==> config.mk <==
export PLATFORM = sky130hd
export DESIGN_NAME = line_assembler_with_line_queue
export DESIGN_NICKNAME = d
export VERILOG_FILES = /design/src/rtl/lna_pkg.sv /design/src/rtl/lna_mem.sv /design/src/rtl/lna_ctrl.sv /design/src/rtl/line_assembler_with_line_queue.sv
export VERILOG_INCLUDE_DIRS = /design/src /design/src/rtl
export SDC_FILE = /design/constraint.sdc
export NUM_CORES = 2
export LEC_CHECK = 0
export BUFFER_PORTS_ARGS = -buffer_cell sky130_fd_sc_hd__buf_2
export CAP_MARGIN = 20
export CORE_MARGIN = 3
export CORE_UTILIZATION = 37
export DETAILED_ROUTE_END_ITERATION = 8
export GPL_TIMING_DRIVEN = 1
export PLACE_DENSITY = 0.59
export SYNTH_ARGS = -nofsm -noshare
export SYNTH_HDL_FRONTEND = slang
export SYNTH_HIERARCHICAL = 1
export SYNTH_SLANG_ARGS = --single-unit
==> constraint.sdc <==
create_clock -name clk -period 6.7 [get_ports clk]
set_input_delay 1.34 -clock clk [delete_from_list [all_inputs] [get_ports clk]]
set_output_delay 1.34 -clock clk [all_outputs]
set_load 0.05 [all_outputs]
==> src/rtl/line_assembler_with_line_queue_defines.svh <==
// Assertion macros used by lna_ctrl.
`ifndef LINE_ASSEMBLER_WITH_LINE_QUEUE_DEFINES_SVH
`define LINE_ASSEMBLER_WITH_LINE_QUEUE_DEFINES_SVH

// Condition holds on every clock edge out of reset.
`define LNA_ASSERT_ALWAYS(lbl, clk, rst_n, cond, msg) \
	lbl: assert property (@(posedge clk) disable iff (!rst_n) (cond)) else $error(msg);

// Consequent holds in the same cycle as the antecedent.
`define LNA_ASSERT_IMPL(lbl, clk, rst_n, ante, cons, msg) \
	lbl: assert property (@(posedge clk) disable iff (!rst_n) (ante) |-> (cons)) else $error(msg);

// Consequent holds in the cycle after the antecedent.
`define LNA_ASSERT_NEXT(lbl, clk, rst_n, ante, cons, msg) \
	lbl: assert property (@(posedge clk) disable iff (!rst_n) (ante) |=> (cons)) else $error(msg);

`endif

==> src/rtl/lna_pkg.sv <==
package lna_pkg;

	localparam logic [7:0] CH_CR = 8'h0D;
	localparam logic [7:0] CH_LF = 8'h0A;

	typedef enum logic [2:0] {
		STS_QUEUED   = 3'd0,
		STS_TOO_LONG = 3'd1,
		STS_FULL     = 3'd2,
		STS_CHAR     = 3'd3,
		STS_RD_EMPTY = 3'd4,
		STS_NO_LINE  = 3'd5
	} status_t;

	typedef enum logic [2:0] {
		ST_IDLE,
		ST_COPY,
		ST_COPY_END,
		ST_RESULT,
		ST_RD_ADDR,
		ST_RD_OUT
	} state_t;

	typedef struct packed {
		status_t     status;
		logic [7:0]  out_byte;
		logic        last;
		logic [4:0]  line_length;
		logic [2:0]  lines_waiting;
		logic [31:0] frame_count;
		logic [31:0] byte_count;
	} res_t;

endpackage

==> src/rtl/lna_mem.sv <==
module lna_mem #(
	parameter int AW = 5,
	parameter int DW = 8
) (
	input  logic          clk,
	input  logic          wr_en,
	input  logic [AW-1:0] wr_addr,
	input  logic [DW-1:0] wr_data,
	input  logic [AW-1:0] rd_addr,
	output logic [DW-1:0] rd_data
);

	logic [DW-1:0] mem_q [0:(1<<AW)-1];
	logic [DW-1:0] rd_data_q;

	always_ff @(posedge clk) begin
		if (wr_en) begin
			mem_q[wr_addr] <= wr_data;
		end
	end

	always_ff @(posedge clk) begin
		rd_data_q <= mem_q[rd_addr];
	end

	assign rd_data = rd_data_q;

endmodule

==> src/rtl/lna_ctrl.sv <==
`include "line_assembler_with_line_queue_defines.svh"

module lna_ctrl #(
	parameter int LINE_LEN = 32,
	parameter int QUEUE_DEPTH = 4,
	localparam int FW = $clog2(LINE_LEN),
	localparam int QW = (QUEUE_DEPTH > 1) ? $clog2(QUEUE_DEPTH) : 1
) (
	input  logic              clk,
	input  logic              arst_n,
	input  logic              s_valid,
	output logic              s_ready,
	input  logic              s_cmd,
	input  logic [7:0]        s_byte,
	input  logic [7:0]        s_max_len,
	output logic              m_valid,
	input  logic              m_ready,
	output lna_pkg::res_t     m_res,
	output logic              line_we,
	output logic [FW-1:0]     line_waddr,
	output logic [7:0]        line_wdata,
	output logic [FW-1:0]     line_raddr,
	input  logic [7:0]        line_rdata,
	output logic              q_we,
	output logic [QW+FW-1:0]  q_waddr,
	output logic [7:0]        q_wdata,
	output logic [QW+FW-1:0]  q_raddr,
	input  logic [7:0]        q_rdata
);

	import lna_pkg::*;

	localparam int CW = $clog2(QUEUE_DEPTH + 1);

	state_t        state_q, state_d;
	logic [FW-1:0] fill_q;
	logic          too_long_q;
	logic [QW-1:0] head_q, tail_q;
	logic [CW-1:0] count_q;
	logic [FW-1:0] qlen_q [0:(1<<QW)-1];
	logic [31:0]   frames_q, bytes_q;
	logic [FW-1:0] idx_q, len_q, n_q;
	logic [QW-1:0] slot_q;
	status_t       sts_q;
	logic          wr_en_s1;
	logic [FW-1:0] wr_idx_s1;
	logic          out_valid_q;
	res_t          out_q;

	logic          acc, is_term, q_full, rd_none, rd_zero, out_free, out_load;
	logic          copy_done, rd_last;
	logic [FW-1:0] head_len, rd_n;
	logic [8:0]    rd_n9;
	logic [QW-1:0] head_nxt, tail_nxt;
	logic [FW+4:0] len_ext;
	logic [CW+2:0] cnt_ext;

	always_comb begin
		is_term   = (s_byte == CH_CR) || (s_byte == CH_LF);
		q_full    = count_q >= CW'(QUEUE_DEPTH);
		rd_none   = (s_max_len == 8'd0) || (count_q == '0);
		head_len  = qlen_q[head_q];
		rd_n9     = (9'(head_len) >= 9'(s_max_len)) ? (9'(s_max_len) - 9'd1) : 9'(head_len);
		rd_n      = rd_n9[FW-1:0];
		rd_zero   = rd_n == '0;
		head_nxt  = (head_q == QW'(QUEUE_DEPTH - 1)) ? '0 : head_q + QW'(1);
		tail_nxt  = (tail_q == QW'(QUEUE_DEPTH - 1)) ? '0 : tail_q + QW'(1);
		copy_done = idx_q == (len_q - FW'(1));
		rd_last   = idx_q == n_q;
		out_free  = !out_valid_q || m_ready;
		len_ext   = {5'd0, len_q};
		cnt_ext   = {3'd0, count_q};
	end

	always_comb begin
		state_d = state_q;
		case (state_q)
			ST_IDLE: begin
				if (s_valid) begin
					if (!s_cmd) begin
						if (is_term) begin
							if (too_long_q || q_full) begin
								state_d = (too_long_q || fill_q != '0) ? ST_RESULT : ST_IDLE;
							end else if (fill_q != '0) begin
								state_d = ST_COPY;
							end
						end
					end else if (rd_none || rd_zero) begin
						state_d = ST_RESULT;
					end else begin
						state_d = ST_RD_ADDR;
					end
				end
			end
			ST_COPY: begin
				if (copy_done) begin
					state_d = ST_COPY_END;
				end
			end
			ST_COPY_END: state_d = ST_RESULT;
			ST_RESULT: begin
				if (out_free) begin
					state_d = ST_IDLE;
				end
			end
			ST_RD_ADDR: state_d = ST_RD_OUT;
			ST_RD_OUT: begin
				if (out_free) begin
					state_d = rd_last ? ST_IDLE : ST_RD_ADDR;
				end
			end
			default: state_d = ST_IDLE;
		endcase
	end

	always_comb begin
		s_ready    = 1'b0;
		out_load   = 1'b0;
		line_we    = 1'b0;
		line_waddr = fill_q;
		line_wdata = s_byte;
		line_raddr = idx_q;
		q_we       = wr_en_s1;
		q_waddr    = {tail_q, wr_idx_s1};
		q_wdata    = line_rdata;
		q_raddr    = {slot_q, idx_q};
		case (state_q)
			ST_IDLE: begin
				s_ready = 1'b1;
				line_we = s_valid && !s_cmd && !is_term && !too_long_q &&
					(fill_q < FW'(LINE_LEN - 1));
			end
			ST_RESULT: out_load = out_free;
			ST_RD_OUT: out_load = out_free;
			default: out_load = 1'b0;
		endcase
	end

	assign acc = s_valid && s_ready;

	always_ff @(posedge clk or negedge arst_n) begin
		if (!arst_n) begin
			state_q     <= ST_IDLE;
			fill_q      <= '0;
			too_long_q  <= 1'b0;
			head_q      <= '0;
			tail_q      <= '0;
			count_q     <= '0;
			qlen_q      <= '{default: '0};
			frames_q    <= '0;
			bytes_q     <= '0;
			wr_en_s1    <= 1'b0;
			out_valid_q <= 1'b0;
		end else begin
			state_q     <= state_d;
			wr_en_s1    <= state_q == ST_COPY;
			out_valid_q <= out_load || (out_valid_q && !m_ready);
			if (acc && !s_cmd) begin
				bytes_q <= bytes_q + 32'd1;
				if (is_term) begin
					if (too_long_q) begin
						too_long_q <= 1'b0;
						fill_q     <= '0;
					end else if (fill_q != '0) begin
						fill_q   <= '0;
						frames_q <= frames_q + 32'd1;
					end
				end else if (!too_long_q) begin
					if (fill_q < FW'(LINE_LEN - 1)) begin
						fill_q <= fill_q + FW'(1);
					end else begin
						too_long_q <= 1'b1;
					end
				end
			end
			if (acc && s_cmd && !rd_none) begin
				qlen_q[head_q] <= '0;
				head_q         <= head_nxt;
				count_q        <= count_q - CW'(1);
			end
			if (state_q == ST_COPY_END) begin
				qlen_q[tail_q] <= len_q;
				tail_q         <= tail_nxt;
				count_q        <= count_q + CW'(1);
			end
		end
	end

	always_ff @(posedge clk) begin
		wr_idx_s1 <= idx_q;
		if (acc) begin
			idx_q <= '0;
			if (!s_cmd) begin
				len_q <= too_long_q ? '0 : fill_q;
				sts_q <= too_long_q ? STS_TOO_LONG : (q_full ? STS_FULL : STS_QUEUED);
			end else begin
				len_q  <= rd_none ? '0 : head_len;
				sts_q  <= rd_none ? STS_NO_LINE : STS_RD_EMPTY;
				n_q    <= rd_n - FW'(1);
				slot_q <= head_q;
			end
		end
		if (state_q == ST_COPY) begin
			idx_q <= idx_q + FW'(1);
		end
		if (out_load) begin
			out_q.line_length   <= len_ext[4:0];
			out_q.lines_waiting <= cnt_ext[2:0];
			out_q.frame_count   <= frames_q;
			out_q.byte_count    <= bytes_q;
			if (state_q == ST_RD_OUT) begin
				out_q.status   <= STS_CHAR;
				out_q.out_byte <= q_rdata;
				out_q.last     <= rd_last;
				if (!rd_last) begin
					idx_q <= idx_q + FW'(1);
				end
			end else begin
				out_q.status   <= sts_q;
				out_q.out_byte <= 8'd0;
				out_q.last     <= 1'b1;
			end
		end
	end

	assign m_valid = out_valid_q;
	assign m_res   = out_q;

	`LNA_ASSERT_ALWAYS(a_count_bound, clk, arst_n, count_q <= CW'(QUEUE_DEPTH), "queue count over depth")
	`LNA_ASSERT_IMPL(a_copy_room, clk, arst_n, state_q == ST_COPY, count_q < CW'(QUEUE_DEPTH), "copy into full queue")
	`LNA_ASSERT_IMPL(a_rd_idx, clk, arst_n, state_q == ST_RD_ADDR || state_q == ST_RD_OUT, idx_q <= n_q, "read index past line")
	`LNA_ASSERT_NEXT(a_push_count, clk, arst_n, state_q == ST_COPY_END, count_q == $past(count_q) + CW'(1), "queue count not advanced")
	`LNA_ASSERT_ALWAYS(a_fill_bound, clk, arst_n, fill_q <= FW'(LINE_LEN - 1), "line fill over limit")

endmodule

==> src/rtl/line_assembler_with_line_queue.sv <==
// Push of an ordinary byte: next request taken the cycle after.
// Terminator of an N-character line: states ST_COPY and ST_COPY_END copy it into the line queue
// (one character a cycle through the single line-buffer read port), then ST_RESULT gives the result.
// Dropped line, empty read or no line: the result comes from ST_RESULT, then back to ST_IDLE.
// Read: each character passes ST_RD_ADDR and ST_RD_OUT, out of the queue memory read port.
// Reset clears control state, counters and the queue; line and queue text stay undefined.
module line_assembler_with_line_queue #(
	parameter int LINE_LEN = 32,
	parameter int QUEUE_DEPTH = 4
) (
	input  logic        clk,
	input  logic        arst_n,
	input  logic        s_tvalid,
	output logic        s_tready,
	input  logic [15:0] s_tdata,  // in_byte[7:0], buf_size[15:8]
	input  logic [0:0]  s_tuser,  // cmd[0]
	output logic        m_tvalid,
	input  logic        m_tready,
	output logic [79:0] m_tdata,  // out_byte, line_length, lines_waiting, frame_count, byte_count
	output logic [2:0]  m_tuser,  // status[2:0]
	output logic        m_tlast
);

	import lna_pkg::*;

	localparam int FW = $clog2(LINE_LEN);
	localparam int QW = (QUEUE_DEPTH > 1) ? $clog2(QUEUE_DEPTH) : 1;

	res_t             res;
	logic             line_we, q_we;
	logic [FW-1:0]    line_waddr, line_raddr;
	logic [7:0]       line_wdata, line_rdata, q_wdata, q_rdata;
	logic [QW+FW-1:0] q_waddr, q_raddr;

	lna_ctrl #(
		.LINE_LEN(LINE_LEN),
		.QUEUE_DEPTH(QUEUE_DEPTH)
	) u_ctrl (
		.clk(clk),
		.arst_n(arst_n),
		.s_valid(s_tvalid),
		.s_ready(s_tready),
		.s_cmd(s_tuser[0]),
		.s_byte(s_tdata[7:0]),
		.s_max_len(s_tdata[15:8]),
		.m_valid(m_tvalid),
		.m_ready(m_tready),
		.m_res(res),
		.line_we(line_we),
		.line_waddr(line_waddr),
		.line_wdata(line_wdata),
		.line_raddr(line_raddr),
		.line_rdata(line_rdata),
		.q_we(q_we),
		.q_waddr(q_waddr),
		.q_wdata(q_wdata),
		.q_raddr(q_raddr),
		.q_rdata(q_rdata)
	);

	lna_mem #(
		.AW(FW),
		.DW(8)
	) u_line_mem (
		.clk(clk),
		.wr_en(line_we),
		.wr_addr(line_waddr),
		.wr_data(line_wdata),
		.rd_addr(line_raddr),
		.rd_data(line_rdata)
	);

	lna_mem #(
		.AW(QW + FW),
		.DW(8)
	) u_queue_mem (
		.clk(clk),
		.wr_en(q_we),
		.wr_addr(q_waddr),
		.wr_data(q_wdata),
		.rd_addr(q_raddr),
		.rd_data(q_rdata)
	);

	assign m_tdata = {res.byte_count, res.frame_count, res.lines_waiting,
		res.line_length, res.out_byte};
	assign m_tuser = res.status;
	assign m_tlast = res.last;

endmodule
======== Word-level counts from Yosys, hierarchy flattened ========
Memory sizes are Yosys's and may differ from the RTL's. A register that Yosys moved wholly into a read port is not among the register bits.
Index checks and enable logic that the tools add are counted.
word-level totals
  register bits after elaboration ......... 211
  RAM bits ................................ 1280
  input bits .............................. 21
  output and inout port bits .............. 86
  memories kept ........................... 2
memories
  name               depth  width  rd ports  clocked after Yosys merged registers in  write ports  RTL line       source
  u_queue_mem.mem_q  128    8      1         1                                        1            lna_mem.sv:13  logic [DW-1:0] mem_q [0:(1<<AW)-1];
  u_line_mem.mem_q   32     8      1         1                                        1            lna_mem.sv:13
cells by class
  add/subtract/negate cells ............... 11
  order comparisons ....................... 7
  equality and inequality tests ........... 19
  muxes and demuxes ....................... 54
  bitwise operators ....................... 5
  reduce and logical (&&, ||, !) cells .... 36
operators with widths
  kind                                                                 count
  5-bit two-way mux                                                    18
  32-bit by 1-bit adder with 32-bit output (second input constant)     2
  3-bit two-way mux                                                    14
  20-bit two-way mux                                                   2
  20-bit AND                                                           1
  20-bit bitwise mux                                                   1
  5-bit demux with 2-bit select                                        2
  20-bit inverter                                                      1
  3-bit one-hot mux with 6 select lines                                1
  8-bit by 4-bit == test with 1-bit output (second input constant)     2
  5-bit by 1-bit subtractor with 5-bit output (second input constant)  3
  1-bit logical AND                                                    11
  1-bit two-way mux                                                    11
  5-bit by 1-bit adder with 5-bit output (second input constant)       2
  5-bit binary-select mux with 2-bit select                            1
  5-bit == test                                                        2
  3-bit greater-or-equal comparator (second input constant)            3
  5-bit by 8-bit greater-or-equal comparator with 1-bit output         1
  8-bit logical NOT                                                    1
  2-bit two-way mux                                                    4
  4-bit AND reduction                                                  2
  1-bit logical OR                                                     7
  3-bit by 2-bit == test with 1-bit output (second input constant)     2
  3-bit == test (second input constant)                                2
  21 further kinds                                                     36

======== Logic depth before layout (Yosys ltp) ========
  depth after elaboration ................. 12
  gate-level depth with buffers ........... 11
  mapped depth without buffers ............ 10

======== Hierarchy ========
Netlist, hierarchy kept.
modules (own cells, without submodules)
  module                  times used  cells each  area each (µm²)  seq. area each (µm²)
  lna_mem at u_queue_mem  1           1635        39665.5          30909.6
  lna_mem at u_line_mem   1           417         10053.4          7847.5
  lna_ctrl                1           721         9103.7           5725.5

======== Worst setup path before layout ========
No wires, ideal clock.
  kind .................................... input to register
  start point ............................. in m_tready
  end point ............................... reg u_ctrl.out_q, in the netlist u_ctrl/m_res[0], enable pin
  arrival ................................. 4.943 ns
  data required time ...................... 6.173 ns
  setup slack ............................. 1.230 ns
  stages .................................. 2
  cell sequence ........................... nor2b_1 -> nor2_1
on the way
  cells in the longest elaborated chain, start to end .. 2
ends and longest elaborated chain
  element                    RTL line                              source
  from (decl)                line_assembler_with_line_queue.sv:18  input logic m_tready,
  1-bit logical OR           lna_ctrl.sv:70                        out_free = !out_valid_q || m_ready;
  1-bit two-way mux          lna_ctrl.sv:127                       case (state_q)
  named net u_ctrl.out_load  lna_ctrl.sv:50                        logic acc, is_term, q_full, rd_none, rd_zero, out_free, out_load;
  to (decl)                  lna_ctrl.sv:48                        res_t out_q;
The timed path passes the listed nets, and every way through them passes these cells.
A chain may end at the register's enable or synchronous reset.

======== Worst setup path after layout ========
  start point ............................. in s_tdata[1]
  end point ............................... mem u_line_mem.mem_q[2][7], enable pin
on the way
  cells in the longest elaborated chain, start to end .. 9
ends and longest elaborated chain
  element                                      RTL line                              source
  from (decl)                                  line_assembler_with_line_queue.sv:15  input logic [15:0] s_tdata,
  8-bit by 4-bit == test with 1-bit output     lna_ctrl.sv:59                        is_term = (s_byte == CH_CR) || (s_byte == CH_LF);
  1-bit logical OR (*)                         lna_ctrl.sv:59
  1-bit logical NOT (*)                        lna_ctrl.sv:130                       line_we = s_valid && !s_cmd && !is_term && !too_long_q &&
  1-bit logical AND (*) (3 in series)          lna_ctrl.sv:130
  1-bit two-way mux (*)                        lna_ctrl.sv:127
  named net line_we                            line_assembler_with_line_queue.sv:30  logic line_we, q_we;
  1-bit two-way mux (*)                        lna_mem.sv:17                         if (wr_en) begin
  1-bit two-way mux (implied by the code) (*)  lna_mem.sv:18                         mem_q[wr_addr] <= wr_data;
  to (decl)                                    lna_mem.sv:13
Mark *: on every way through the listed nets, which the timed path passes. The rest lies on a longest branch.

==> metrics.cfg <==
[logic_synthesis]
yosysTopAreaCellShare_pct = 70.4
synth_area_sq_um = 58800
synthArstFlopShare_pct = 6.77
ys.flop_type = edfxtp_1
yosys.area.top_type = edfxtp_1
synth-seq-area-share_pct = 75.6
synth_enable_flop_cells = 1379
netlist_instances = 2773
syn_avg_cell_area_sq_um = 21.2
syn_nets = 2817
ys_types = 75
ys.warnings.count = 6
postSynthRegisterBits = 1507
ys_top_cells_by_area = edfxtp_1 (70%), mux4_2 (16%), dfrtp_1 (4.3%)

[power_and_ir_drop]
ir_drop_mv = 0.393
pwr-share-seq_pct = 45.2
power_density_nw_per_um2 = 427
comb_power_share_pct = 24.9
power.switching_uw = 8830
p_clk_share_pct = 29.9
switching_share_pct = 31.1
p_leak_uw = 0.0210
p_int_uw = 19600

[worst_setup_path]
critical_path_arrival_ps = 4710
crit_path_start_kind = primary input
crit_fanout = 34
crit_path_end_kind = flip-flop
crit_type = primary input to flip-flop
critPathRequiredTime_ps = 7110

[global_routing]
grt-ovfl-total = 0
antenna_found_initial = 3
grt_pass1_wl_um = 191000
grt.total_usage_pct = 15.9
grt_pass1_vias = 27400
grt_max_degree = 101

[floorplan]
ios = 107
rows = 145
core_area_sq_um = 157000
die-height_um = 405
die_area_sq_um = 164000
dieWidth_um = 405
initial_core_util_pct = 37.4

[timing]
hold_viol_final = 0
finalWorstSetupSlack_ps = 2400
clock_skew_ps = 42.7
slew_viol_final = 0
worst_pin_slew_ps = 993
relSlewSlack_pct = 33.6
setup-violations-final = 0
achievable-frequency_mhz = 233
period_share_pct = 64.2
period_needed_ps = 4300
fin_setup_tns_ps = 0
rsz0062_at_grt = no

[final_layout]
final_cell_mix = edfxtp_1 (1,379), mux4_2 (421), nor2_1 (178)
syn2layout_area_growth_pct = 13.4
nFillCells = 13400
instances_no_fill = 5116
drive_gt1_share_pct = 27.9
layout_commonest_cell = edfxtp_1
nNetsFinal = 2967

[clock_tree]
cts_inserted_buffers = 156
cts-root-buf = clkbuf_16
cts_sinks = 1507
clk_latency_ps = 790
clkTransAtPathRegs_ps = 60
htree_levels = 4
cts_setup_buffers = 0
clk_path_buf_depth = 3
cts_tree = yes
holdBufCountCts = 0
ctsResizeCount = 0

[route]
via_count = 27300
drt_iter0_markers = 2792
vias_per_cell = 5.34
drc = 0
wirelength_um = 129000
drtAntennaViolNets = 0
dr.pass1.iters = 5
wl_per_cell_um = 25.2

[place]
dpl.hpwl_um = 78200
pre_cts_ws_ps = 1730
gp_congestion = 0.761
numPortBuffers = 106
placed_cells = 4822

[run]
maxCapViolations = 0

[worst_hold_path]
hold_path.class = flip-flop to flip-flop

[status]
outcome = finished, final reports clean

area by class of cell:
type / instances / area, sq um / share of cell area [%]
flip-flops and latches: 1507 / 44500 / 66.8
multi-input cells: 1087 / 13500 / 20.3
clock buffers: 198 / 4130 / 6.20
well taps: 2058 / 2570 / 3.86
clock inverters: 94 / 955 / 1.43
repair buffers: 142 / 886 / 1.33
inverters: 29 / 109 / 0.163
diodes: 1 / 2.50 / 0.00375
registers in the layout, summed over array words and instances (netlist names), 8 cells and up:
name                 flops
u_ctrl/bytes_q          32
u_ctrl/qlen_q           20
u_line_mem/mem_q       256
u_queue_mem/rd_data      8
u_ctrl/m_res            84
u_ctrl/frames_q         32
u_line_mem/rd_data       8
u_queue_mem/mem_q     1024
routing by layer:
metal / vias up / wire length, um / GRT usage (%)
met4: 0 / 2980 / 4.48
li1: 11700 / - / -
met2: 945 / 58000 / 23.4
met5: - / 0 / 0
met1: 14500 / 57900 / 23.4
met3: 182 / 10300 / 4.32
worst max-delay path, stage by stage:
cell and delay [ps]:
buf_2 580, and3b_1 270, o2111a_2 300, nor3_1 680, nand3b_1 730, nor2_1 790
stage by stage:
stage / hold slack (ps) / cell area (sq um) / power (uW) / util (%)
4_1_cts: 472 / 66700 / 28800 / 42.4
5_1_grt: 496 / 66700 / 29700 / 42.5
3_3_place_gp: 460 / 61600 / 20200 / 39.2
2_1_floorplan: 360 / 58800 / 17800 / -
3_5_place_dp: 464 / 61600 / 20300 / 39.2
6_report: 471 / 66700 / 28400 / 42.5
power groups by stage:
stage	clock (uW)	sequential [uW]	combinational, uW
global route	9110	13000	7550
floorplan	0	13000	4770
detailed placement	0	13100	7160
finish	8500	12900	7080
global placement	0	13100	7110
CTS	8730	12900	7170
worst paths after layout:
| path | startpoint | end | slack, ps | cells past startpoint |
|---|---|---|---|---|
| min in group asynchronous | arst_n | u_ctrl/frames_q[17]$_DFFE_PN0P_ | 610 | 1 |
| max in group asynchronous | arst_n | u_ctrl/count_q[2]$_DFFE_PN0P_ | 4960 | 2 |
| setup reg to reg | u_ctrl/state_q[2]$_DFFE_PN0P_ | u_line_mem/mem_q[2][7]$_DFFE_PP_ | 2580 | 5 |
| setup / recovery | s_tdata[1] | u_line_mem/mem_q[2][7]$_DFFE_PP_ | 2400 | 6 |
| hold / removal | u_ctrl/bytes_q[31]$_DFFE_PN0P_ | u_ctrl/bytes_q[31]$_DFFE_PN0P_ | 470 | 1 |
| hold reg to reg | u_ctrl/bytes_q[31]$_DFFE_PN0P_ | u_ctrl/bytes_q[31]$_DFFE_PN0P_ | 470 | 1 |
cells by family (layout without fill, tap and decap cells):
logic type               after synthesis  count (layout)  share of synthesized area [%]
flip-flops                          1507            1507                           75.6
AND/OR/NAND/NOR                      457             457                           3.67
multiplexers                         444             444                           16.5
buffers and inverters                179             463                           1.48
XOR/XNOR                              85              85                           1.27
AO/OA/AOI/OAI                         78              78                          0.915
adder cells (fa/ha/maj)               23              23                          0.502
other                                  0               1                              0
synth_stat cells (all sizes together), types with 2 or more instances:
master   number
xor2         20
or3           4
nor3b         3
nor3         24
clkbuf       56
edfxtp     1379
dfrtp       102
a31o          2
ha           22
o21ai        35
dfxtp        26
mux2i         5
and2          4
and2b         2
o2111ai       2
mux2         18
or3b          4
nand3b        6
inv          29
nand3        40
a22o          8
buf          94
and4          4
nand2       109
o31ai         2
a31oi         2
nor2b        11
xnor2        65
nand2b        3
a21oi         6
or2           3
and3         33
nand4        25
a21o          3
nor2        180
mux4        421
Power figures use the tool's default switching activity.
